[src/hw/rtl/des_pkg.sv]
package des_pkg;

  typedef logic [27:0] half28_t;
  typedef logic [47:0] rkey_t;
  typedef logic [31:0] word_t;
  typedef logic [63:0] blk_t;

  localparam int NumRounds = 16;

  typedef enum logic {
    OP_ENCRYPT = 1'b0,
    OP_DECRYPT = 1'b1
  } op_t;

  function automatic logic [6:0] ip_src(input int i);
    logic [6:0] t [64];
    t = '{7'd58, 7'd50, 7'd42, 7'd34, 7'd26, 7'd18, 7'd10, 7'd2,
          7'd60, 7'd52, 7'd44, 7'd36, 7'd28, 7'd20, 7'd12, 7'd4,
          7'd62, 7'd54, 7'd46, 7'd38, 7'd30, 7'd22, 7'd14, 7'd6,
          7'd64, 7'd56, 7'd48, 7'd40, 7'd32, 7'd24, 7'd16, 7'd8,
          7'd57, 7'd49, 7'd41, 7'd33, 7'd25, 7'd17, 7'd9,  7'd1,
          7'd59, 7'd51, 7'd43, 7'd35, 7'd27, 7'd19, 7'd11, 7'd3,
          7'd61, 7'd53, 7'd45, 7'd37, 7'd29, 7'd21, 7'd13, 7'd5,
          7'd63, 7'd55, 7'd47, 7'd39, 7'd31, 7'd23, 7'd15, 7'd7};
    return t[i];
  endfunction

  function automatic logic [6:0] fp_src(input int i);
    logic [6:0] t [64];
    t = '{7'd40, 7'd8, 7'd48, 7'd16, 7'd56, 7'd24, 7'd64, 7'd32,
          7'd39, 7'd7, 7'd47, 7'd15, 7'd55, 7'd23, 7'd63, 7'd31,
          7'd38, 7'd6, 7'd46, 7'd14, 7'd54, 7'd22, 7'd62, 7'd30,
          7'd37, 7'd5, 7'd45, 7'd13, 7'd53, 7'd21, 7'd61, 7'd29,
          7'd36, 7'd4, 7'd44, 7'd12, 7'd52, 7'd20, 7'd60, 7'd28,
          7'd35, 7'd3, 7'd43, 7'd11, 7'd51, 7'd19, 7'd59, 7'd27,
          7'd34, 7'd2, 7'd42, 7'd10, 7'd50, 7'd18, 7'd58, 7'd26,
          7'd33, 7'd1, 7'd41, 7'd9,  7'd49, 7'd17, 7'd57, 7'd25};
    return t[i];
  endfunction

  function automatic logic [6:0] pc1_src(input int i);
    logic [6:0] t [56];
    t = '{7'd57, 7'd49, 7'd41, 7'd33, 7'd25, 7'd17, 7'd9,  7'd1,
          7'd58, 7'd50, 7'd42, 7'd34, 7'd26, 7'd18, 7'd10, 7'd2,
          7'd59, 7'd51, 7'd43, 7'd35, 7'd27, 7'd19, 7'd11, 7'd3,
          7'd60, 7'd52, 7'd44, 7'd36, 7'd63, 7'd55, 7'd47, 7'd39,
          7'd31, 7'd23, 7'd15, 7'd7,  7'd62, 7'd54, 7'd46, 7'd38,
          7'd30, 7'd22, 7'd14, 7'd6,  7'd61, 7'd53, 7'd45, 7'd37,
          7'd29, 7'd21, 7'd13, 7'd5,  7'd28, 7'd20, 7'd12, 7'd4};
    return t[i];
  endfunction

  function automatic logic [5:0] pc2_src(input int i);
    logic [5:0] t [48];
    t = '{6'd14, 6'd17, 6'd11, 6'd24, 6'd1,  6'd5,  6'd3,  6'd28,
          6'd15, 6'd6,  6'd21, 6'd10, 6'd23, 6'd19, 6'd12, 6'd4,
          6'd26, 6'd8,  6'd16, 6'd7,  6'd27, 6'd20, 6'd13, 6'd2,
          6'd41, 6'd52, 6'd31, 6'd37, 6'd47, 6'd55, 6'd30, 6'd40,
          6'd51, 6'd45, 6'd33, 6'd48, 6'd44, 6'd49, 6'd39, 6'd56,
          6'd34, 6'd53, 6'd46, 6'd42, 6'd50, 6'd36, 6'd29, 6'd32};
    return t[i];
  endfunction

  function automatic logic [5:0] exp_src(input int i);
    logic [5:0] t [48];
    t = '{6'd32, 6'd1,  6'd2,  6'd3,  6'd4,  6'd5,  6'd4,  6'd5,
          6'd6,  6'd7,  6'd8,  6'd9,  6'd8,  6'd9,  6'd10, 6'd11,
          6'd12, 6'd13, 6'd12, 6'd13, 6'd14, 6'd15, 6'd16, 6'd17,
          6'd16, 6'd17, 6'd18, 6'd19, 6'd20, 6'd21, 6'd20, 6'd21,
          6'd22, 6'd23, 6'd24, 6'd25, 6'd24, 6'd25, 6'd26, 6'd27,
          6'd28, 6'd29, 6'd28, 6'd29, 6'd30, 6'd31, 6'd32, 6'd1};
    return t[i];
  endfunction

  function automatic logic [5:0] p_src(input int i);
    logic [5:0] t [32];
    t = '{6'd16, 6'd7,  6'd20, 6'd21, 6'd29, 6'd12, 6'd28, 6'd17,
          6'd1,  6'd15, 6'd23, 6'd26, 6'd5,  6'd18, 6'd31, 6'd10,
          6'd2,  6'd8,  6'd24, 6'd14, 6'd32, 6'd27, 6'd3,  6'd9,
          6'd19, 6'd13, 6'd30, 6'd6,  6'd22, 6'd11, 6'd4,  6'd25};
    return t[i];
  endfunction

  // cumulative left rotation after round i (1..16)
  function automatic logic [4:0] rot_total(input int i);
    logic [4:0] t [17];
    t = '{5'd0, 5'd1, 5'd2, 5'd4, 5'd6, 5'd8, 5'd10, 5'd12, 5'd14,
          5'd15, 5'd17, 5'd19, 5'd21, 5'd23, 5'd25, 5'd27, 5'd28};
    return t[i];
  endfunction

  function automatic logic [3:0] sbox(input int b, input logic [5:0] six);
    logic [3:0] t [8][64];
    logic [5:0] a;
    t = '{
      '{4'd14,4'd4,4'd13,4'd1,4'd2,4'd15,4'd11,4'd8,4'd3,4'd10,4'd6,4'd12,4'd5,4'd9,4'd0,4'd7,
        4'd0,4'd15,4'd7,4'd4,4'd14,4'd2,4'd13,4'd1,4'd10,4'd6,4'd12,4'd11,4'd9,4'd5,4'd3,4'd8,
        4'd4,4'd1,4'd14,4'd8,4'd13,4'd6,4'd2,4'd11,4'd15,4'd12,4'd9,4'd7,4'd3,4'd10,4'd5,4'd0,
        4'd15,4'd12,4'd8,4'd2,4'd4,4'd9,4'd1,4'd7,4'd5,4'd11,4'd3,4'd14,4'd10,4'd0,4'd6,4'd13},
      '{4'd15,4'd1,4'd8,4'd14,4'd6,4'd11,4'd3,4'd4,4'd9,4'd7,4'd2,4'd13,4'd12,4'd0,4'd5,4'd10,
        4'd3,4'd13,4'd4,4'd7,4'd15,4'd2,4'd8,4'd14,4'd12,4'd0,4'd1,4'd10,4'd6,4'd9,4'd11,4'd5,
        4'd0,4'd14,4'd7,4'd11,4'd10,4'd4,4'd13,4'd1,4'd5,4'd8,4'd12,4'd6,4'd9,4'd3,4'd2,4'd15,
        4'd13,4'd8,4'd10,4'd1,4'd3,4'd15,4'd4,4'd2,4'd11,4'd6,4'd7,4'd12,4'd0,4'd5,4'd14,4'd9},
      '{4'd10,4'd0,4'd9,4'd14,4'd6,4'd3,4'd15,4'd5,4'd1,4'd13,4'd12,4'd7,4'd11,4'd4,4'd2,4'd8,
        4'd13,4'd7,4'd0,4'd9,4'd3,4'd4,4'd6,4'd10,4'd2,4'd8,4'd5,4'd14,4'd12,4'd11,4'd15,4'd1,
        4'd13,4'd6,4'd4,4'd9,4'd8,4'd15,4'd3,4'd0,4'd11,4'd1,4'd2,4'd12,4'd5,4'd10,4'd14,4'd7,
        4'd1,4'd10,4'd13,4'd0,4'd6,4'd9,4'd8,4'd7,4'd4,4'd15,4'd14,4'd3,4'd11,4'd5,4'd2,4'd12},
      '{4'd7,4'd13,4'd14,4'd3,4'd0,4'd6,4'd9,4'd10,4'd1,4'd2,4'd8,4'd5,4'd11,4'd12,4'd4,4'd15,
        4'd13,4'd8,4'd11,4'd5,4'd6,4'd15,4'd0,4'd3,4'd4,4'd7,4'd2,4'd12,4'd1,4'd10,4'd14,4'd9,
        4'd10,4'd6,4'd9,4'd0,4'd12,4'd11,4'd7,4'd13,4'd15,4'd1,4'd3,4'd14,4'd5,4'd2,4'd8,4'd4,
        4'd3,4'd15,4'd0,4'd6,4'd10,4'd1,4'd13,4'd8,4'd9,4'd4,4'd5,4'd11,4'd12,4'd7,4'd2,4'd14},
      '{4'd2,4'd12,4'd4,4'd1,4'd7,4'd10,4'd11,4'd6,4'd8,4'd5,4'd3,4'd15,4'd13,4'd0,4'd14,4'd9,
        4'd14,4'd11,4'd2,4'd12,4'd4,4'd7,4'd13,4'd1,4'd5,4'd0,4'd15,4'd10,4'd3,4'd9,4'd8,4'd6,
        4'd4,4'd2,4'd1,4'd11,4'd10,4'd13,4'd7,4'd8,4'd15,4'd9,4'd12,4'd5,4'd6,4'd3,4'd0,4'd14,
        4'd11,4'd8,4'd12,4'd7,4'd1,4'd14,4'd2,4'd13,4'd6,4'd15,4'd0,4'd9,4'd10,4'd4,4'd5,4'd3},
      '{4'd12,4'd1,4'd10,4'd15,4'd9,4'd2,4'd6,4'd8,4'd0,4'd13,4'd3,4'd4,4'd14,4'd7,4'd5,4'd11,
        4'd10,4'd15,4'd4,4'd2,4'd7,4'd12,4'd9,4'd5,4'd6,4'd1,4'd13,4'd14,4'd0,4'd11,4'd3,4'd8,
        4'd9,4'd14,4'd15,4'd5,4'd2,4'd8,4'd12,4'd3,4'd7,4'd0,4'd4,4'd10,4'd1,4'd13,4'd11,4'd6,
        4'd4,4'd3,4'd2,4'd12,4'd9,4'd5,4'd15,4'd10,4'd11,4'd14,4'd1,4'd7,4'd6,4'd0,4'd8,4'd13},
      '{4'd4,4'd11,4'd2,4'd14,4'd15,4'd0,4'd8,4'd13,4'd3,4'd12,4'd9,4'd7,4'd5,4'd10,4'd6,4'd1,
        4'd13,4'd0,4'd11,4'd7,4'd4,4'd9,4'd1,4'd10,4'd14,4'd3,4'd5,4'd12,4'd2,4'd15,4'd8,4'd6,
        4'd1,4'd4,4'd11,4'd13,4'd12,4'd3,4'd7,4'd14,4'd10,4'd15,4'd6,4'd8,4'd0,4'd5,4'd9,4'd2,
        4'd6,4'd11,4'd13,4'd8,4'd1,4'd4,4'd10,4'd7,4'd9,4'd5,4'd0,4'd15,4'd14,4'd2,4'd3,4'd12},
      '{4'd13,4'd2,4'd8,4'd4,4'd6,4'd15,4'd11,4'd1,4'd10,4'd9,4'd3,4'd14,4'd5,4'd0,4'd12,4'd7,
        4'd1,4'd15,4'd13,4'd8,4'd10,4'd3,4'd7,4'd4,4'd12,4'd5,4'd6,4'd11,4'd0,4'd14,4'd9,4'd2,
        4'd7,4'd11,4'd4,4'd1,4'd9,4'd12,4'd14,4'd2,4'd0,4'd6,4'd10,4'd13,4'd15,4'd3,4'd5,4'd8,
        4'd2,4'd1,4'd14,4'd7,4'd4,4'd10,4'd8,4'd13,4'd15,4'd12,4'd9,4'd0,4'd3,4'd5,4'd6,4'd11}};
    a = {six[5], six[0], six[4:1]};
    return t[b][a];
  endfunction

  function automatic blk_t perm_ip(input blk_t v);
    blk_t r;
    for (int i = 0; i < 64; i++) r[63-i] = v[64 - 32'(ip_src(i))];
    return r;
  endfunction

  function automatic blk_t perm_fp(input blk_t v);
    blk_t r;
    for (int i = 0; i < 64; i++) r[63-i] = v[64 - 32'(fp_src(i))];
    return r;
  endfunction

  function automatic logic [55:0] perm_pc1(input blk_t v);
    logic [55:0] r;
    for (int i = 0; i < 56; i++) r[55-i] = v[64 - 32'(pc1_src(i))];
    return r;
  endfunction

  function automatic rkey_t perm_pc2(input logic [55:0] v);
    rkey_t r;
    for (int i = 0; i < 48; i++) r[47-i] = v[56 - 32'(pc2_src(i))];
    return r;
  endfunction

  function automatic half28_t rotl28(input half28_t x, input int s);
    logic [55:0] d;
    d = {x, x} << s;
    return d[55:28];
  endfunction

  // round key for round number k (0..15), from PC-1 output
  function automatic rkey_t round_key(input logic [55:0] cd, input int k);
    half28_t c;
    half28_t d;
    c = rotl28(cd[55:28], int'(rot_total(k + 1)));
    d = rotl28(cd[27:0], int'(rot_total(k + 1)));
    return perm_pc2({c, d});
  endfunction

  function automatic word_t feistel(input word_t h, input rkey_t k);
    rkey_t e;
    word_t acc;
    word_t r;
    for (int i = 0; i < 48; i++) e[47-i] = h[32 - 32'(exp_src(i))];
    e = e ^ k;
    for (int b = 0; b < 8; b++) acc[31-4*b -: 4] = sbox(b, e[47-6*b -: 6]);
    for (int i = 0; i < 32; i++) r[31-i] = acc[32 - 32'(p_src(i))];
    return r;
  endfunction

endpackage

[src/hw/rtl/des_round.sv]
module des_round
  import des_pkg::*;
(
  input  logic  clk,
  input  logic  rst_n,
  input  logic  vld_i,
  input  logic  dec_i,
  input  word_t l_i,
  input  word_t r_i,
  input  rkey_t rk_enc,
  input  rkey_t rk_dec,
  output logic  vld_o,
  output logic  dec_o,
  output word_t l_o,
  output word_t r_o
);

  logic  vld_r;
  logic  dec_r;
  word_t l_r;
  word_t r_r;
  rkey_t k_sel;

  assign k_sel = dec_i ? rk_dec : rk_enc;

  always_ff @(posedge clk) begin
    if (!rst_n) begin
      vld_r <= 1'b0;
    end else begin
      vld_r <= vld_i;
    end
  end

  always_ff @(posedge clk) begin
    dec_r <= dec_i;
    l_r   <= r_i;
    r_r   <= l_i ^ feistel(r_i, k_sel);
  end

  assign vld_o = vld_r;
  assign dec_o = dec_r;
  assign l_o   = l_r;
  assign r_o   = r_r;

endmodule

[config.mk]
export PLATFORM = sky130hd
export DESIGN_NAME = des_round
export DESIGN_NICKNAME = d
export VERILOG_FILES = /design/src/hw/rtl/des_pkg.sv /design/src/hw/rtl/des_round.sv
export SDC_FILE = /design/constraint.sdc
export NUM_CORES = 1
export LEC_CHECK = 0
export BUFFER_PORTS_ARGS = -buffer_cell sky130_fd_sc_hd__buf_4
export CELL_PAD_IN_SITES_DETAIL_PLACEMENT = 1
export CELL_PAD_IN_SITES_GLOBAL_PLACEMENT = 1
export CORE_MARGIN = 5
export CORE_UTILIZATION = 37
export DETAILED_ROUTE_END_ITERATION = 16
export PLACE_DENSITY_LB_ADDON = 0.15
export RECOVER_POWER = 25
export REMOVE_ABC_BUFFERS = 1
export SLEW_MARGIN = 0
export SYNTH_ARGS = -nofsm -noshare
export SYNTH_HDL_FRONTEND = slang
export SYNTH_SLANG_ARGS = --single-unit
[constraint.sdc]
create_clock -name clk -period 3.15 [get_ports clk]
set_input_delay 0.315 -clock clk [delete_from_list [all_inputs] [get_ports clk]]
set_output_delay 0.315 -clock clk [all_outputs]
set_load 0.01 [all_outputs]
Word-level counts from Yosys, hierarchy flattened
Memories as Yosys holds them, arrays and structs flattened.
Index checks and enable logic that the tools add are counted.
{"block": "totals", "ff_bits": 66, "latch_bits": 0, "ram_bits": 0, "rom_bits": 2048, "in_bits": 164, "out_inout_bits": 66, "elab_cells": 47, "memories": 8}
{"block": "classes", "n_addsub": 0, "mul": 0, "div": 0, "n_lt_le_gt_ge": 8, "n_eq_ne": 0, "shifts": 0, "mux": 17, "bitwise": 10, "reduce_logical": 0}
{"memory": "(no name shown)", "depth": 64, "word_bits": 4, "read_ports": 1, "rd_clocked_by_memory_dff": 0, "wr": 0, "line_no": "des_pkg.sv:129", "rtl": "return t[b][a];"}
{"memory": "(no name shown)", "depth": 64, "word_bits": 4, "read_ports": 1, "rd_clocked_by_memory_dff": 0, "wr": 0, "line_no": "des_pkg.sv:129"}
{"memory": "(no name shown)", "depth": 64, "word_bits": 4, "read_ports": 1, "rd_clocked_by_memory_dff": 0, "wr": 0, "line_no": "des_pkg.sv:129"}
{"memory": "(no name shown)", "depth": 64, "word_bits": 4, "read_ports": 1, "rd_clocked_by_memory_dff": 0, "wr": 0, "line_no": "des_pkg.sv:129"}
{"memory": "(no name shown)", "depth": 64, "word_bits": 4, "read_ports": 1, "rd_clocked_by_memory_dff": 0, "wr": 0, "line_no": "des_pkg.sv:129"}
{"memory": "(no name shown)", "depth": 64, "word_bits": 4, "read_ports": 1, "rd_clocked_by_memory_dff": 0, "wr": 0, "line_no": "des_pkg.sv:129"}
{"memory": "2 more memories"}
{"operator": "$mux W4", "n": 16}
{"operator": "$ge A7 B7 Y1 const B", "n": 8}
{"operator": "$not A6 Y7", "n": 8}
{"operator": "$mux W48", "n": 1}
{"operator": "$xor A48 B48 Y48", "n": 1}
{"operator": "$xor A32 B32 Y32", "n": 1}

Longest topological paths before layout
{"block": "depth", "depth_word": 7, "depth_mapped": 13, "depth_no_buf": 10}

Least setup slack after synthesis
No wires, ideal clock.
{"block": "synth_path", "path_type": "input -> register", "startpoint": "input port dec_i", "endpoint": "register r_r[20] (netlist: r_o[20])", "setup_ns": 0.072, "t_arrival_ns": 2.721, "required_time_ns": 3.078, "slack_ns": 0.357, "path_stages": 12, "n_path_buf": 3, "cell_sequence": "buf_6 -> buf_12 -> mux2i_4 -> xor2_2 -> inv_1 -> ha_1 -> clkbuf_1 -> nor3_1 -> a2111oi_0 -> a21oi_1 -> a21oi_1 -> xnor2_1"}
{"block": "synth_via", "elab_chain_cells": 7}
{"element": "start, declared", "line_no": "des_round.sv:7", "rtl": "input logic dec_i,"}
{"element": "$mux W48", "line_no": "des_round.sv:24", "rtl": "assign k_sel = dec_i ? rk_dec : rk_enc;"}
{"element": "$xor A48 B48 Y48", "line_no": "des_pkg.sv:176", "rtl": "e = e ^ k;"}
{"element": "$not A6 Y7 (implied by the code)", "line_no": "des_pkg.sv:129"}
{"element": "$mem_v2 Z64 W4"}
{"element": "$mux W4 (implied by the code) (2 in series)", "line_no": "des_pkg.sv:129"}
{"element": "$xor A32 B32 Y32", "line_no": "des_round.sv:37", "rtl": "r_r <= l_i ^ feistel(r_i, k_sel);"}
{"element": "end signal, assigned", "line_no": "des_round.sv:37"}
{"element": "end, declared", "line_no": "des_round.sv:21", "rtl": "word_t r_r;"}
Every way passes these cells. The select of a mux whose other input is x is not followed.
A chain may end at the register's enable or synchronous reset.

Worst setup path in the final report
{"block": "layout_path", "startpoint": "input port dec_i", "endpoint": "register r_r[29] (netlist: r_o[29])"}
The elaborated chain is that of the path after synthesis.

==> results.cfg <==
[outcome]
status = finished, final reports clean

[worst_setup_path]
slowest_stage = xnor2_2
endpoint_kind = flop
start_kind = input port
cp_max_fo = 11
critical_path_arrival_ns = 2.89
max_stage_delay_ns = 0.51
required_ns = 3.37
path_class = input port to flop
worst-path-buf-inv = 2
path_cells = buf_4 -> buf_12 -> mux2i_1 -> xnor2_2 -> ha_1 -> o311ai_0 -> o21ai_0 -> a221oi_1 -> a21oi_1 -> xnor2_1
path_delay_family = compound AO/OA/AOI/OAI gates

[routing]
via_per_inst = 5.333
wl_per_cell_um = 17.30
wl_mm = 23.93
drt_iter0_markers = 365
drt_first_pass_iters = 4
drc = 0
ant_nets = 0
via_count = 7375

[synth]
synthDistinctLibCells = 67
synth_edf_count = 0
synth_cells = 866
ys.warnings.count = 0
ys_ff_latch = 66
synth_flop_cell = dfxtp_1
syn_area_per_cell_sq_um = 9.039
syn-cell-area_sq_um = 7828
async_reset_ff_frac = 0
ys_seq_area_frac = 0.1688

[timing]
final-max-slew-violation-count = 0
fmax_ghz = 0.3753
setup_viol = 0
final.setup.tns_ns = 0
rsz0062_at_grt = false
hold_viol = 0
worst-slew-pin-transition_ns = 1.106
slew_headroom = 0.2576
fin_crit_ns = 2.665
fin_crit_sh = 0.8459

[clock_tree]
ctsHoldBuffers = 0
ctsHtreeMaxLevel = 3
clk_pin_slew_ns = 0.06
numCtsBuffers = 9
cts_root_buf = clkbuf_16
post_cts_buffers = 0
clock-sinks = 66
clock_path_buffers = 2
cts_resized = 0
cts_tree = built

[floorplanning]
die_y_um = 155.5
rows = 53
die_w_um = 155.5
dieArea_sq_um = 24160
start_util = 0.3735
ios = 230
coreArea_sq_um = 20960

[power_and_ir_drop]
cellLeakagePower_nw = 4.479
irDropWorstVdd_mv = 0.2176
powerDensity_nw_per_um2 = 490.1
power_w = 0.004982

[grt]
grt_use_met2 = 0.3377
use_met1 = 0.2399
grt_pass1_wl_mm = 38.32
grt_max_degree = 22
grt_remaining_overflow = 0
grt_use_met3 = 0.03811
antenna_found_initial = 0
grt_pass1_vias = 7664
grt.total_usage = 0.1901
grt-busiest-layer = met2

[cells_and_area]
multi_input_area_sq_um = 6083
fillers = 2540
diodes = 0
register_area_sq_um = 1321
layout.nets = 1329
area.growth.synth_to_final_pct = 29.86
drive_gt1_frac = 0.3032

[place]
dp_hpwl_mm = 18.70
gp_congestion = 0.8377
portBuffers = 229

[hold_path]
hp-class = input port to flop

[job]
drv_cap = 0
cell usage after synthesis, types with 5 or more instances:
| library cell | n | area [sq um] |
|---|---|---|
| mux2i_1 | 90 | 900.9 |
| nand2_1 | 75 | 281.5 |
| dfxtp_1 | 66 | 1321 |
| ha_1 | 62 | 775.7 |
| xnor2_1 | 54 | 473.0 |
| nor2_1 | 49 | 183.9 |
| xor2_1 | 35 | 306.5 |
| o211ai_1 | 30 | 225.2 |
| a21oi_1 | 29 | 145.1 |
| inv_1 | 28 | 105.1 |
| o21ai_0 | 26 | 130.1 |
| a211oi_1 | 24 | 180.2 |
| buf_2 | 24 | 120.1 |
| nor3_1 | 22 | 110.1 |
| a31oi_1 | 20 | 125.1 |
| nand3_1 | 20 | 100.1 |
| xnor2_2 | 18 | 292.8 |
| clkbuf_1 | 14 | 52.55 |
| mux2i_4 | 12 | 270.3 |
| mux2_2 | 11 | 123.9 |
| and3_1 | 10 | 62.56 |
| xor2_2 | 9 | 146.4 |
| mux4_2 | 8 | 180.2 |
| a2111oi_0 | 7 | 61.31 |
| nand2b_1 | 7 | 43.79 |
| a211o_1 | 6 | 52.55 |
| a311o_1 | 6 | 60.06 |
| a311oi_1 | 6 | 52.55 |
| inv_2 | 6 | 22.52 |
| o2111ai_1 | 6 | 52.55 |
| o221ai_1 | 6 | 52.55 |
| o31ai_1 | 6 | 45.04 |
| a22oi_1 | 5 | 37.54 |
| buf_4 | 5 | 37.54 |
| o22ai_1 | 5 | 31.28 |
per-stage QoR:
| stage | worst slack, ns | cells | hold WS [ns] | utilization | instance area [sq um] |
|---|---|---|---|---|---|
| final | 0.4853 | 1383 | 0.1185 | 0.4851 | 10160 |
| after global routing | 0.3109 | 1383 | 0.1036 | 0.4851 | 10160 |
| after CTS | 0.4938 | 1383 | 0.07388 | 0.4906 | 10280 |
| after detailed placement | 0.1297 | 1367 | 0.4370 | 0.4764 | 9982 |
| after global placement | 0.1778 | 1367 | 0.4347 | 0.4764 | 9982 |
| after floorplan | 0.4130 | 817 | 0.3427 | - | 7536 |
power breakdown:
group          leakage, nW  total [W]  switching (W)  internal, W
Sequential           0.557    0.00108      0.0000522      0.00103
Clock                0.147    0.00107       0.000415     0.000658
Combinational         3.77    0.00283        0.00151      0.00131
layout make-up:
cell class	instances	share of cell area
clock inverter	2	0.003447
tap	275	0.03385
clock buffer	14	0.02597
inverter	35	0.01292
multi-input combinational	716	0.5985
timing repair buffer	275	0.1953
sequential	66	0.1300
state kept, by name, summed over array words and instances (netlist names):
register	count
dec_o	1
l_o	32
r_o	32
vld_o	1
routing by layer:
layer	vias to the layer above	part of all wire
met5	-	0
met4	0	0.0097
met3	19	0.057
met2	183	0.50
met1	3530	0.44
li1	3643	-
cell families (layout without fill, tap and decap cells):
logic type      after synthesis  count (layout)  share of synthesized area
compound gates              208             208                     0.1912
xor+xnor                    122             122                     0.1768
fa+ha+maj                    62              62                    0.09910
buf+inv                      84             326                    0.05403
flops                        66              66                     0.1688
mux                         124             124                     0.1953
simple gates                200             200                     0.1148
final timing paths:
| path | startpoint | to | slack (ns) | cells after the start |
|---|---|---|---|---|
| worst max-delay path | dec_i | r_o[29]$_DFF_P_ | 0.49 | 10 |
| worst min-delay path | r_i[17] | l_o[17]$_DFF_P_ | 0.12 | 1 |
placed cells by master, fill, tap and decap left out, types with 11 or more instances in the layout:
cell	count
xnor2_2	18
mux2_2	11
a21oi_1	29
o211ai_1	30
inv_1	28
xor2_1	35
nand3_1	20
buf_4	239
nand2_1	75
mux2i_4	12
clkbuf_1	34
nor3_1	22
o21ai_0	26
nor2_1	49
dfxtp_1	66
ha_1	62
a211oi_1	24
a31oi_1	20
xnor2_1	54
mux2i_1	90
Power figures use the tool's default switching activity.
