**src/hw/rtl/des_pkg.sv**
```systemverilog
package des_pkg;

  typedef logic [27:0] half28_t;
  typedef logic [47:0] rkey_t;
  typedef logic [31:0] word_t;
  typedef logic [63:0] blk_t;

  localparam int NumRounds = 16;

  typedef enum logic {
    OP_ENCRYPT = 1'b0,
    OP_DECRYPT = 1'b1
  } op_t;

  function automatic logic [6:0] ip_src(input int i);
    logic [6:0] t [64];
    t = '{7'd58, 7'd50, 7'd42, 7'd34, 7'd26, 7'd18, 7'd10, 7'd2,
          7'd60, 7'd52, 7'd44, 7'd36, 7'd28, 7'd20, 7'd12, 7'd4,
          7'd62, 7'd54, 7'd46, 7'd38, 7'd30, 7'd22, 7'd14, 7'd6,
          7'd64, 7'd56, 7'd48, 7'd40, 7'd32, 7'd24, 7'd16, 7'd8,
          7'd57, 7'd49, 7'd41, 7'd33, 7'd25, 7'd17, 7'd9,  7'd1,
          7'd59, 7'd51, 7'd43, 7'd35, 7'd27, 7'd19, 7'd11, 7'd3,
          7'd61, 7'd53, 7'd45, 7'd37, 7'd29, 7'd21, 7'd13, 7'd5,
          7'd63, 7'd55, 7'd47, 7'd39, 7'd31, 7'd23, 7'd15, 7'd7};
    return t[i];
  endfunction

  function automatic logic [6:0] fp_src(input int i);
    logic [6:0] t [64];
    t = '{7'd40, 7'd8, 7'd48, 7'd16, 7'd56, 7'd24, 7'd64, 7'd32,
          7'd39, 7'd7, 7'd47, 7'd15, 7'd55, 7'd23, 7'd63, 7'd31,
          7'd38, 7'd6, 7'd46, 7'd14, 7'd54, 7'd22, 7'd62, 7'd30,
          7'd37, 7'd5, 7'd45, 7'd13, 7'd53, 7'd21, 7'd61, 7'd29,
          7'd36, 7'd4, 7'd44, 7'd12, 7'd52, 7'd20, 7'd60, 7'd28,
          7'd35, 7'd3, 7'd43, 7'd11, 7'd51, 7'd19, 7'd59, 7'd27,
          7'd34, 7'd2, 7'd42, 7'd10, 7'd50, 7'd18, 7'd58, 7'd26,
          7'd33, 7'd1, 7'd41, 7'd9,  7'd49, 7'd17, 7'd57, 7'd25};
    return t[i];
  endfunction

  function automatic logic [6:0] pc1_src(input int i);
    logic [6:0] t [56];
    t = '{7'd57, 7'd49, 7'd41, 7'd33, 7'd25, 7'd17, 7'd9,  7'd1,
          7'd58, 7'd50, 7'd42, 7'd34, 7'd26, 7'd18, 7'd10, 7'd2,
          7'd59, 7'd51, 7'd43, 7'd35, 7'd27, 7'd19, 7'd11, 7'd3,
          7'd60, 7'd52, 7'd44, 7'd36, 7'd63, 7'd55, 7'd47, 7'd39,
          7'd31, 7'd23, 7'd15, 7'd7,  7'd62, 7'd54, 7'd46, 7'd38,
          7'd30, 7'd22, 7'd14, 7'd6,  7'd61, 7'd53, 7'd45, 7'd37,
          7'd29, 7'd21, 7'd13, 7'd5,  7'd28, 7'd20, 7'd12, 7'd4};
    return t[i];
  endfunction

  function automatic logic [5:0] pc2_src(input int i);
    logic [5:0] t [48];
    t = '{6'd14, 6'd17, 6'd11, 6'd24, 6'd1,  6'd5,  6'd3,  6'd28,
          6'd15, 6'd6,  6'd21, 6'd10, 6'd23, 6'd19, 6'd12, 6'd4,
          6'd26, 6'd8,  6'd16, 6'd7,  6'd27, 6'd20, 6'd13, 6'd2,
          6'd41, 6'd52, 6'd31, 6'd37, 6'd47, 6'd55, 6'd30, 6'd40,
          6'd51, 6'd45, 6'd33, 6'd48, 6'd44, 6'd49, 6'd39, 6'd56,
          6'd34, 6'd53, 6'd46, 6'd42, 6'd50, 6'd36, 6'd29, 6'd32};
    return t[i];
  endfunction

  function automatic logic [5:0] exp_src(input int i);
    logic [5:0] t [48];
    t = '{6'd32, 6'd1,  6'd2,  6'd3,  6'd4,  6'd5,  6'd4,  6'd5,
          6'd6,  6'd7,  6'd8,  6'd9,  6'd8,  6'd9,  6'd10, 6'd11,
          6'd12, 6'd13, 6'd12, 6'd13, 6'd14, 6'd15, 6'd16, 6'd17,
          6'd16, 6'd17, 6'd18, 6'd19, 6'd20, 6'd21, 6'd20, 6'd21,
          6'd22, 6'd23, 6'd24, 6'd25, 6'd24, 6'd25, 6'd26, 6'd27,
          6'd28, 6'd29, 6'd28, 6'd29, 6'd30, 6'd31, 6'd32, 6'd1};
    return t[i];
  endfunction

  function automatic logic [5:0] p_src(input int i);
    logic [5:0] t [32];
    t = '{6'd16, 6'd7,  6'd20, 6'd21, 6'd29, 6'd12, 6'd28, 6'd17,
          6'd1,  6'd15, 6'd23, 6'd26, 6'd5,  6'd18, 6'd31, 6'd10,
          6'd2,  6'd8,  6'd24, 6'd14, 6'd32, 6'd27, 6'd3,  6'd9,
          6'd19, 6'd13, 6'd30, 6'd6,  6'd22, 6'd11, 6'd4,  6'd25};
    return t[i];
  endfunction

  // cumulative left rotation after round i (1..16)
  function automatic logic [4:0] rot_total(input int i);
    logic [4:0] t [17];
    t = '{5'd0, 5'd1, 5'd2, 5'd4, 5'd6, 5'd8, 5'd10, 5'd12, 5'd14,
          5'd15, 5'd17, 5'd19, 5'd21, 5'd23, 5'd25, 5'd27, 5'd28};
    return t[i];
  endfunction

  function automatic logic [3:0] sbox(input int b, input logic [5:0] six);
    logic [3:0] t [8][64];
    logic [5:0] a;
    t = '{
      '{4'd14,4'd4,4'd13,4'd1,4'd2,4'd15,4'd11,4'd8,4'd3,4'd10,4'd6,4'd12,4'd5,4'd9,4'd0,4'd7,
        4'd0,4'd15,4'd7,4'd4,4'd14,4'd2,4'd13,4'd1,4'd10,4'd6,4'd12,4'd11,4'd9,4'd5,4'd3,4'd8,
        4'd4,4'd1,4'd14,4'd8,4'd13,4'd6,4'd2,4'd11,4'd15,4'd12,4'd9,4'd7,4'd3,4'd10,4'd5,4'd0,
        4'd15,4'd12,4'd8,4'd2,4'd4,4'd9,4'd1,4'd7,4'd5,4'd11,4'd3,4'd14,4'd10,4'd0,4'd6,4'd13},
      '{4'd15,4'd1,4'd8,4'd14,4'd6,4'd11,4'd3,4'd4,4'd9,4'd7,4'd2,4'd13,4'd12,4'd0,4'd5,4'd10,
        4'd3,4'd13,4'd4,4'd7,4'd15,4'd2,4'd8,4'd14,4'd12,4'd0,4'd1,4'd10,4'd6,4'd9,4'd11,4'd5,
        4'd0,4'd14,4'd7,4'd11,4'd10,4'd4,4'd13,4'd1,4'd5,4'd8,4'd12,4'd6,4'd9,4'd3,4'd2,4'd15,
        4'd13,4'd8,4'd10,4'd1,4'd3,4'd15,4'd4,4'd2,4'd11,4'd6,4'd7,4'd12,4'd0,4'd5,4'd14,4'd9},
      '{4'd10,4'd0,4'd9,4'd14,4'd6,4'd3,4'd15,4'd5,4'd1,4'd13,4'd12,4'd7,4'd11,4'd4,4'd2,4'd8,
        4'd13,4'd7,4'd0,4'd9,4'd3,4'd4,4'd6,4'd10,4'd2,4'd8,4'd5,4'd14,4'd12,4'd11,4'd15,4'd1,
        4'd13,4'd6,4'd4,4'd9,4'd8,4'd15,4'd3,4'd0,4'd11,4'd1,4'd2,4'd12,4'd5,4'd10,4'd14,4'd7,
        4'd1,4'd10,4'd13,4'd0,4'd6,4'd9,4'd8,4'd7,4'd4,4'd15,4'd14,4'd3,4'd11,4'd5,4'd2,4'd12},
      '{4'd7,4'd13,4'd14,4'd3,4'd0,4'd6,4'd9,4'd10,4'd1,4'd2,4'd8,4'd5,4'd11,4'd12,4'd4,4'd15,
        4'd13,4'd8,4'd11,4'd5,4'd6,4'd15,4'd0,4'd3,4'd4,4'd7,4'd2,4'd12,4'd1,4'd10,4'd14,4'd9,
        4'd10,4'd6,4'd9,4'd0,4'd12,4'd11,4'd7,4'd13,4'd15,4'd1,4'd3,4'd14,4'd5,4'd2,4'd8,4'd4,
        4'd3,4'd15,4'd0,4'd6,4'd10,4'd1,4'd13,4'd8,4'd9,4'd4,4'd5,4'd11,4'd12,4'd7,4'd2,4'd14},
      '{4'd2,4'd12,4'd4,4'd1,4'd7,4'd10,4'd11,4'd6,4'd8,4'd5,4'd3,4'd15,4'd13,4'd0,4'd14,4'd9,
        4'd14,4'd11,4'd2,4'd12,4'd4,4'd7,4'd13,4'd1,4'd5,4'd0,4'd15,4'd10,4'd3,4'd9,4'd8,4'd6,
        4'd4,4'd2,4'd1,4'd11,4'd10,4'd13,4'd7,4'd8,4'd15,4'd9,4'd12,4'd5,4'd6,4'd3,4'd0,4'd14,
        4'd11,4'd8,4'd12,4'd7,4'd1,4'd14,4'd2,4'd13,4'd6,4'd15,4'd0,4'd9,4'd10,4'd4,4'd5,4'd3},
      '{4'd12,4'd1,4'd10,4'd15,4'd9,4'd2,4'd6,4'd8,4'd0,4'd13,4'd3,4'd4,4'd14,4'd7,4'd5,4'd11,
        4'd10,4'd15,4'd4,4'd2,4'd7,4'd12,4'd9,4'd5,4'd6,4'd1,4'd13,4'd14,4'd0,4'd11,4'd3,4'd8,
        4'd9,4'd14,4'd15,4'd5,4'd2,4'd8,4'd12,4'd3,4'd7,4'd0,4'd4,4'd10,4'd1,4'd13,4'd11,4'd6,
        4'd4,4'd3,4'd2,4'd12,4'd9,4'd5,4'd15,4'd10,4'd11,4'd14,4'd1,4'd7,4'd6,4'd0,4'd8,4'd13},
      '{4'd4,4'd11,4'd2,4'd14,4'd15,4'd0,4'd8,4'd13,4'd3,4'd12,4'd9,4'd7,4'd5,4'd10,4'd6,4'd1,
        4'd13,4'd0,4'd11,4'd7,4'd4,4'd9,4'd1,4'd10,4'd14,4'd3,4'd5,4'd12,4'd2,4'd15,4'd8,4'd6,
        4'd1,4'd4,4'd11,4'd13,4'd12,4'd3,4'd7,4'd14,4'd10,4'd15,4'd6,4'd8,4'd0,4'd5,4'd9,4'd2,
        4'd6,4'd11,4'd13,4'd8,4'd1,4'd4,4'd10,4'd7,4'd9,4'd5,4'd0,4'd15,4'd14,4'd2,4'd3,4'd12},
      '{4'd13,4'd2,4'd8,4'd4,4'd6,4'd15,4'd11,4'd1,4'd10,4'd9,4'd3,4'd14,4'd5,4'd0,4'd12,4'd7,
        4'd1,4'd15,4'd13,4'd8,4'd10,4'd3,4'd7,4'd4,4'd12,4'd5,4'd6,4'd11,4'd0,4'd14,4'd9,4'd2,
        4'd7,4'd11,4'd4,4'd1,4'd9,4'd12,4'd14,4'd2,4'd0,4'd6,4'd10,4'd13,4'd15,4'd3,4'd5,4'd8,
        4'd2,4'd1,4'd14,4'd7,4'd4,4'd10,4'd8,4'd13,4'd15,4'd12,4'd9,4'd0,4'd3,4'd5,4'd6,4'd11}};
    a = {six[5], six[0], six[4:1]};
    return t[b][a];
  endfunction

  function automatic blk_t perm_ip(input blk_t v);
    blk_t r;
    for (int i = 0; i < 64; i++) r[63-i] = v[64 - 32'(ip_src(i))];
    return r;
  endfunction

  function automatic blk_t perm_fp(input blk_t v);
    blk_t r;
    for (int i = 0; i < 64; i++) r[63-i] = v[64 - 32'(fp_src(i))];
    return r;
  endfunction

  function automatic logic [55:0] perm_pc1(input blk_t v);
    logic [55:0] r;
    for (int i = 0; i < 56; i++) r[55-i] = v[64 - 32'(pc1_src(i))];
    return r;
  endfunction

  function automatic rkey_t perm_pc2(input logic [55:0] v);
    rkey_t r;
    for (int i = 0; i < 48; i++) r[47-i] = v[56 - 32'(pc2_src(i))];
    return r;
  endfunction

  function automatic half28_t rotl28(input half28_t x, input int s);
    logic [55:0] d;
    d = {x, x} << s;
    return d[55:28];
  endfunction

  // round key for round number k (0..15), from PC-1 output
  function automatic rkey_t round_key(input logic [55:0] cd, input int k);
    half28_t c;
    half28_t d;
    c = rotl28(cd[55:28], int'(rot_total(k + 1)));
    d = rotl28(cd[27:0], int'(rot_total(k + 1)));
    return perm_pc2({c, d});
  endfunction

  function automatic word_t feistel(input word_t h, input rkey_t k);
    rkey_t e;
    word_t acc;
    word_t r;
    for (int i = 0; i < 48; i++) e[47-i] = h[32 - 32'(exp_src(i))];
    e = e ^ k;
    for (int b = 0; b < 8; b++) acc[31-4*b -: 4] = sbox(b, e[47-6*b -: 6]);
    for (int i = 0; i < 32; i++) r[31-i] = acc[32 - 32'(p_src(i))];
    return r;
  endfunction

endpackage

```
**src/hw/rtl/des_keysched.sv**
```systemverilog
module des_keysched
  import des_pkg::*;
(
  input  logic        clk,
  input  logic [63:0] key,
  output rkey_t       rk [NumRounds]
);

  logic [55:0] cd_r;

  always_ff @(posedge clk) begin
    cd_r <= perm_pc1(key);
  end

  always_comb begin
    for (int k = 0; k < NumRounds; k++) rk[k] = round_key(cd_r, k);
  end

endmodule

```
**config.mk**
```make
export PLATFORM = sky130hd
export DESIGN_NAME = des_keysched
export DESIGN_NICKNAME = d
export VERILOG_FILES = /design/src/hw/rtl/des_pkg.sv /design/src/hw/rtl/des_keysched.sv
export SDC_FILE = /design/constraint.sdc
export NUM_CORES = 1
export LEC_CHECK = 0
export BUFFER_PORTS_ARGS = -buffer_cell sky130_fd_sc_hd__buf_2
export CAP_MARGIN = 20
export CORE_AREA = 2 2 329 331
export DETAILED_ROUTE_END_ITERATION = 8
export DIE_AREA = 0 0 331 333
export MAX_ROUTING_LAYER = met4
export PLACE_DENSITY_LB_ADDON = 0.1
export SYNTH_ARGS = -nofsm -noshare
export SYNTH_HDL_FRONTEND = slang
export SYNTH_SLANG_ARGS = --single-unit
```
**constraint.sdc**
```tcl
create_clock -name clk -period 1.9 [get_ports clk]
set_input_delay 0.19 -clock clk [delete_from_list [all_inputs] [get_ports clk]]
set_output_delay 0.19 -clock clk [all_outputs]
set_load 0.02 [all_outputs]
```
# After elaboration in Yosys (flattened, before gate mapping)
# Index checks and enable logic that the tools add are counted.
dict set report totals {
  input_bits 65
  wordCells 1
  regBits 56
  output_inout_bits 768
}

# Longest topological paths before layout
# Gate-level depths: netlist of the first run.
dict set report depth {
  depth_word 0
  depth_mapped 1
  depth_no_buf 0
}

# Worst setup path after synthesis of the first run
# OpenSTA, ideal clock, no wires.
dict set report synth_timing {
  path_type {reg-to-output}
  from {register cd_r[25]}
  to {output port rk[103] (netlist bit)}
  arrival_ns 0.858
  path_buffers 1
  stages_incl_launch_ff 2
  path_slack_ns 0.852
  required_ns 1.710
  path_cell_list {dfxtp_1 > buf_4}
}
# element line
set synth_rtl {}
lappend synth_rtl {{from (decl)} des_keysched.sv:9} ;# logic [55:0] cd_r;
lappend synth_rtl {{from (signal assigned)} des_keysched.sv:12} ;# cd_r <= perm_pc1(key);
lappend synth_rtl {{to (decl)} des_keysched.sv:6} ;# output rkey_t rk [NumRounds]
# No word-level cell between the ends.

# Final worst setup path of the first run
dict set report layout_timing {
  from {register cd_r[25]}
  to {output port rk[582] (netlist bit)}
}
# No word-level cell between the ends.

==> impl_results.md, run 1 <==
- Kind of cell with the highest combined delay on the critical path: flip-flops
- Via density: 1.769
- Required time of the critical path: roughly 1.7 ns
- Delay contributed by the slowest stage of the critical path: 0.72 ns
- DRC violation count after routing: 0
- Worst-path fanout max: 15
- Number of unique standard cell types used by synthesis: 2
- I/O Pins: 833
- Maximum number of pins on one net before global-route repair: 16
- Max Cap Violations: 0
- XOR/XNOR share of the synthesized area: 0
- Largest area contributor in the netlist: buf_4
- Synth top area cells: buf_4 83%, dfxtp_1 17%
- Top_reg_cell synth: dfxtp_1
- DPL Wire Length: 17700 µm
- Category of the critical setup timing path: register to primary output
- TritonCTS sink count: 56
- Time the worst path needs with I/O delays and setup: 1.546 ns
- Overall die width: 331 µm
- Maximum achievable frequency: about 650 MHz
- Number of levels in the clock H-tree: 2
- Synthesized area divided by synthesized cell count: roughly 8.4 µm²
- Proportion of synthesized area in mux cells: 0
- Area of combinational cells with multiple inputs: 0 µm²
- Initial Utilization: 0.06066
- Power consumption: about 4.7 mW
- Transition time at the pin with the least slew margin: between 0.6 and 0.7 ns
- Pins Over Slew Limit: 0
- Total CTS buffers: 5
- Number of flip-flops and latches in the synthesized netlist: 56
- Overall global routing resource usage: 0.03455
- Root buf cell: clkbuf_16
- Tightest slew margin relative to the limit: 0.5910
- Number of buffer and inverter instances along the worst setup path: 1
- Area added between synthesis and finish: 19.39%
- Synthesized cell area: 0.006466 mm²
- DRT Pass-1 Iters: 4
- Critical path startpoint: cd_r[25]$_DFF_P_
- Static leakage: 4.029 nW
- Global placer's final weighted congestion: 0.6282
- Combinational family with the most area after synthesis: buffers and inverters
- Worst hold path stage count: 2
- Result of the run: completed
- Crit-path cells: buf_2
- Fin crit share: 0.8137
- Count of flip-flops with a built-in enable after synthesis: 0
- Final Hold Vio Count: 0
- IO buf count: 824
- Total detailed-routing wirelength: 20890 µm
- Clock Path Buffers: 2
- Kind of launch point of the worst setup path: register
- Most frequently used cell type in the post-synthesis netlist: buf_4
- Complex-gate fraction of the synthesized area: 0
- Routed wire per std cell: 8.891 µm
- Adder and majority cell fraction of the synthesized area: 0
- Share of layout cells above drive strength 1: 0.8805
- Standard cell core area: 0.1066 mm²
- Share of the synthesized area in the top cell type: 0.8266
- Basic-gate share of the synthesized area counting and, or, nand and nor cells: 0
- Vias after detailed routing: 4158
- Gate Count Post-Synth: roughly 770
- Unrepaired setup endpoints after global routing: false
- Sum of negative setup slack: 0 ns
- Number of nets produced by synthesis: about 830
- GRT Residual Overflow: 0
- Clock-pin slew on the worst setup and hold paths: 0.09 ns
- Type of the most critical hold path: input pin to register
- Number of routed nets with antenna violations: 0
- Fraction of synthesis flops using an asynchronous set or reset pin: 0
- Top cell types by occurrence after synthesis: 712 x buf_4, 56 x dfxtp_1
- Register name with the most flops: cd_r
- Endpoints failing setup: 0
- Height of the die: 333 µm
- Number of warnings reported in the yosys synthesis log: 0
- Total number of multi-input combinational cells: 0
- Wire length of the first global-routing pass: 25410 µm
- Critical path's slowest cell: dfxtp_1
- IR drop worst, VDD: 0.3181 mV
- Terminating pin of the worst hold path: cd_r[11]$_DFF_P_
- Fill cells: 12650
- Vias in the first global route: 3139
- Die area: 0.1102 mm²
- CTS tree: done
- Power per unit of standard cell area: 608.9 mW/mm²
- Number of core rows: 120
- Antenna violations before repair: 2
- Critical path arrival: around 1.4 ns
- Total number of nets in the final design: 1011
- Part of the Yosys area used for sequential elements: 0.1734
- First DRT Iteration DRCs: 56
- Worst setup EP type: primary output
- Number of instances resized during post-cts repair: 0
- Hold Startpoint: key[3]
- Largest regs: cd_r: 56 flops
- Flip-flop count of the largest register, all copies and words added: 56
- Post-CTS setup repair buffer count: 0
-- cell families after synthesis --
family	Yosys count
buffers and inverters	712
DFF	56
-- routing by layer --
metal / global-route usage / up-vias / wire (µm)
li1: - / 1952 / -
met1: 0.02895 / 1835 / 6744
met5: - / - / 0
met2: 0.07000 / 360 / 12380
met3: 0.009125 / 11 / 1447
met4: 0.01380 / 0 / 317
-- layout make-up --
type | count | area (µm²) | area share
clock inverters | 1 | 5.005 | 0.0006483
repair buffers | 883 | 4707 | 0.6097
well taps | 1403 | 1755 | 0.2274
diodes | 1 | 2.502 | 0.0003241
flip-flops and latches | 56 | 1121 | 0.1452
clock buffers | 6 | 128.9 | 0.01669
-- through the flow --
step / std cells / hold WS, ns / cell area [µm²] / util / setup slack [ns]
2_1_floorplan: 768 / 0.2177 / 6466 / - / 0.8518
5_1_grt: 2349 / 0.4209 / 7717 / 0.07239 / 0.2043
3_3_place_gp: 2286 / 0.2934 / 7023 / 0.06588 / 0.7144
4_1_cts: 2349 / 0.4024 / 7717 / 0.07239 / 0.2407
3_5_place_dp: 2286 / 0.2937 / 7023 / 0.06588 / 0.6887
6_report: 2350 / 0.4573 / 7720 / 0.07242 / 0.3541
-- how the worst max path moves through the flow --
stage,depth (start not counted),end
after floorplan,1,rk[103]
after global placement,1,rk[310]
after detailed placement,1,rk[162]
after CTS,1,rk[162]
after global routing,1,rk[673]
final,1,rk[582]
-- power by group --
group	internal [mW]	switching (mW)
logic	0.663	1.46
registers	1.24	0.196
clock network	0.490	0.657
-- placed cells by master, fill, tap and decap left out, drive strengths merged --
master	instances
buf	827
clkbuf	6
clkinv	1
dfxtp	56
diode	1
dlygate4sd3	56
-- timing repair --
action                     4_1_cts  5_1_grt
hold endpoints to repair        56        0
hold buffers                    56        0
setup endpoints to repair        0        0
Power figures use the tool's default switching activity.
==> run 2: changes to the inputs <==
--- a/config.mk
+++ b/config.mk
@@ -7,9 +7,9 @@
 export LEC_CHECK = 0
 export BUFFER_PORTS_ARGS = -buffer_cell sky130_fd_sc_hd__buf_2
 export CAP_MARGIN = 20
-export CORE_AREA = 2 2 329 331
+export CORE_AREA = 2 2 324 326
 export DETAILED_ROUTE_END_ITERATION = 8
-export DIE_AREA = 0 0 331 333
+export DIE_AREA = 0 0 326 328
 export MAX_ROUTING_LAYER = met4
 export PLACE_DENSITY_LB_ADDON = 0.1
 export SYNTH_ARGS = -nofsm -noshare
==> constraint.sdc (replaced) <==
create_clock -name clk -period 1.5 [get_ports clk]
set_input_delay 0.15 -clock clk [delete_from_list [all_inputs] [get_ports clk]]
set_output_delay 0.15 -clock clk [all_outputs]
set_load 0.02 [all_outputs]
==> run 2 against run 1 <==
Compared with the run above:
- critical path depth is the same
- die area shrank 3.0%
- via count grew 1.2%
- non-clock buffer count grew 11
- sequential share of layout area shrank 0.072 points
- clock-buffer cell count shrank 1
- critical endpoint is now rk[576]
- combinational power grew 30%
- power grew 32%
- setup slack lost 0.23 ns
- first-iteration DRC count shrank 14%
- clock power grew 44%
- worst hold slack lost 0.045 ns
- largest power group unchanged
==> impl_results.md, run 2 (same netlist as run 1, synthesis figures left out) <==
- Antenna violations before repair: 3 (was 2)
- Most frequent cells in the layout: 824 x buf_2, 56 x dlygate4sd3_1, 49 x dfxtp_1 (was 824 x buf_2, 56 x dfxtp_1, 56 x dlygate4sd3_1)
- Time the worst path needs with I/O delays and setup: 1.371 ns
- Die area: 0.1069 mm² (was 0.1102 mm²)
- IR drop worst, VDD: 0.4065 mV (was 0.3181 mV)
- Worst-path fanout max: 13 (was 15)
- Flip-flop count of the largest register, all copies and words added: 56 (unchanged)
- Area of combinational cells with multiple inputs: 0 µm² (unchanged)
- Wire length of the first global-routing pass: 24140 µm (was 25410 µm)
- Leading cell type in the layout, fill and taps excluded: buf_2 (unchanged)
- Type of the most critical hold path: input pin to register (unchanged)
- Height of the die: 328 µm (was 333 µm)
- TritonCTS sink count: 56 (unchanged)
- Pins Over Slew Limit: 0 (unchanged)
- Ant. Diodes: 0 (was 1)
- Vias in the first global route: 3022 (was 3139)
- Maximum number of pins on one net before global-route repair: 19 (was 16)
- Result of the run: completed (unchanged)
- Number of levels in the clock H-tree: 2 (unchanged)
- DP Area: 0.007077 mm² (was 0.007023 mm²)
- Number of buffer and inverter instances along the worst setup path: 1 (unchanged)
- IO buf count: 824 (unchanged)
- Total detailed-routing wirelength: 20450 µm (was 20890 µm)
- Root buf cell: clkbuf_16 (unchanged)
- Standard cell core area: 0.1032 mm² (was 0.1066 mm²)
- Unrepaired setup endpoints after global routing: false (unchanged)
- Max Cap Violations: 0 (unchanged)
- Post-CTS setup repair buffer count: 0 (unchanged)
- Maximum achievable frequency: 729.4 MHz
- Overall die width: 326 µm (was 331 µm)
- Power per unit of standard cell area: 791.4 mW/mm² (was 608.9 mW/mm²)
- Total CTS buffers: 5 (unchanged)
- Clock Path Buffers: 2 (unchanged)
- Tightest slew margin relative to the limit: 0.7123 (was 0.5910)
- Total number of nets in the final design: 1022 (was 1011)
- Initial Utilization: 0.06266 (was 0.06066)
- Final Hold Vio Count: 0 (unchanged)
- Static leakage: 4.100 nW (was 4.029 nW)
- Kind of cell with the highest combined delay on the critical path: flip-flops (unchanged)
- Register name with the most flops: cd_r (unchanged)
- Worst slack, placed: 0.3487 ns (was 0.6887 ns)
- CTS tree: done (unchanged)
- Worst path setup slack after routing: 0.1290 ns (was 0.3541 ns)
- Crit-path cells: buf_2 (unchanged)
- Clock-pin slew on the worst setup and hold paths: 0.10 ns (was 0.09 ns)
- Category of the critical setup timing path: register to primary output (unchanged)
- Total number of multi-input combinational cells: 0 (unchanged)
- Delay contributed by the slowest stage of the critical path: 0.58 ns (was 0.72 ns)
- DPL Wire Length: 17320 µm (was 17700 µm)
- First DRT Iteration DRCs: 48 (was 56)
- Routed wire per std cell: 8.747 µm (was 8.891 µm)
- Final non-filler cell area: 0.007819 mm² (was 0.007720 mm²)
- Global placer's final weighted congestion: 0.6662 (was 0.6282)
- Area added between synthesis and finish: 20.92% (was 19.39%)
- Largest regs: cd_r: 56 flops (unchanged)
- I/O Pins: 833 (unchanged)
- Critical path's slowest cell: dfxtp_1 (unchanged)
- Share of layout cells above drive strength 1: 0.8904 (was 0.8805)
- GRT Residual Overflow: 0 (unchanged)
- Sum of negative setup slack: 0 ns (unchanged)
- Number of routed nets with antenna violations: 0 (unchanged)
- Transition time at the pin with the least slew margin: 0.4309 ns (was 0.6126 ns)
- DRT Pass-1 Iters: 4 (unchanged)
- Endpoints failing setup: 0 (unchanged)
- Critical path arrival: 1.22 ns (was 1.36 ns)
- Overall global routing resource usage: 0.03440 (was 0.03455)
- Vias after detailed routing: 4206 (was 4158)
- Required time of the critical path: 1.35 ns (was 1.71 ns)
- Worst setup EP type: primary output (unchanged)
- DRC violation count after routing: 0 (unchanged)
- Kind of launch point of the worst setup path: register (unchanged)
- Fin crit share: 0.9140
- Number of core rows: 118 (was 120)
- Fill cells: 12170 (was 12650)
- Via density: 1.799 (was 1.769)
## run 2: metrics by stage
step,std cells,util,total power [mW],hold WS [ns]
final,2338,0.07576,6.188,0.4126
after global routing,2338,0.07576,6.644,0.3671
after CTS,2338,0.07573,6.545,0.3447
after detailed placement,2274,0.06857,4.497,0.2537
after global placement,2274,0.06857,4.551,0.2533
after floorplan,768,-,4.635,0.1777
## run 2: power by group
part	total, mW	internal (mW)	switching (mW)
clock	1.66	0.804	0.859
sequential	1.77	1.57	0.202
combinational	2.75	0.861	1.89
total	6.19	3.24	2.95
## run 2: final timing paths
path | start | end | slack (ns) | cells after the start
min | key[3] | cd_r[11]$_DFF_P_ | 0.41 | 2
max | cd_r[18]$_DFF_P_ | rk[576] | 0.13 | 1
## run 2: timing repair
action                                  CTS  global route
pin swaps                                 0             0
endpoints found under the setup margin   56            35
cloned                                    0             0
resized for setup                         4             3
hold endpoints to repair                 56             0
hold buffers                             56             0
## run 2: per-layer routing
layer  up-vias  wire, µm  track usage  part of all wire
li1       1974         -            -                 -
met5         -         0            -                 0
met4         0       245      0.01743             0.012
met3         7      1544     0.009783             0.075
met1      1838      6329      0.02878              0.31
met2       387     12330      0.06813              0.60
## run 2: area by class of cell
class	count	area [µm²]	area share
Timing Repair Buffer	894	4790	0.6126
Clock buffer	5	125.1	0.01600
Tap cell	1380	1727	0.2208
Sequential cell	56	1130	0.1445
Clock inverter	3	47.55	0.006081
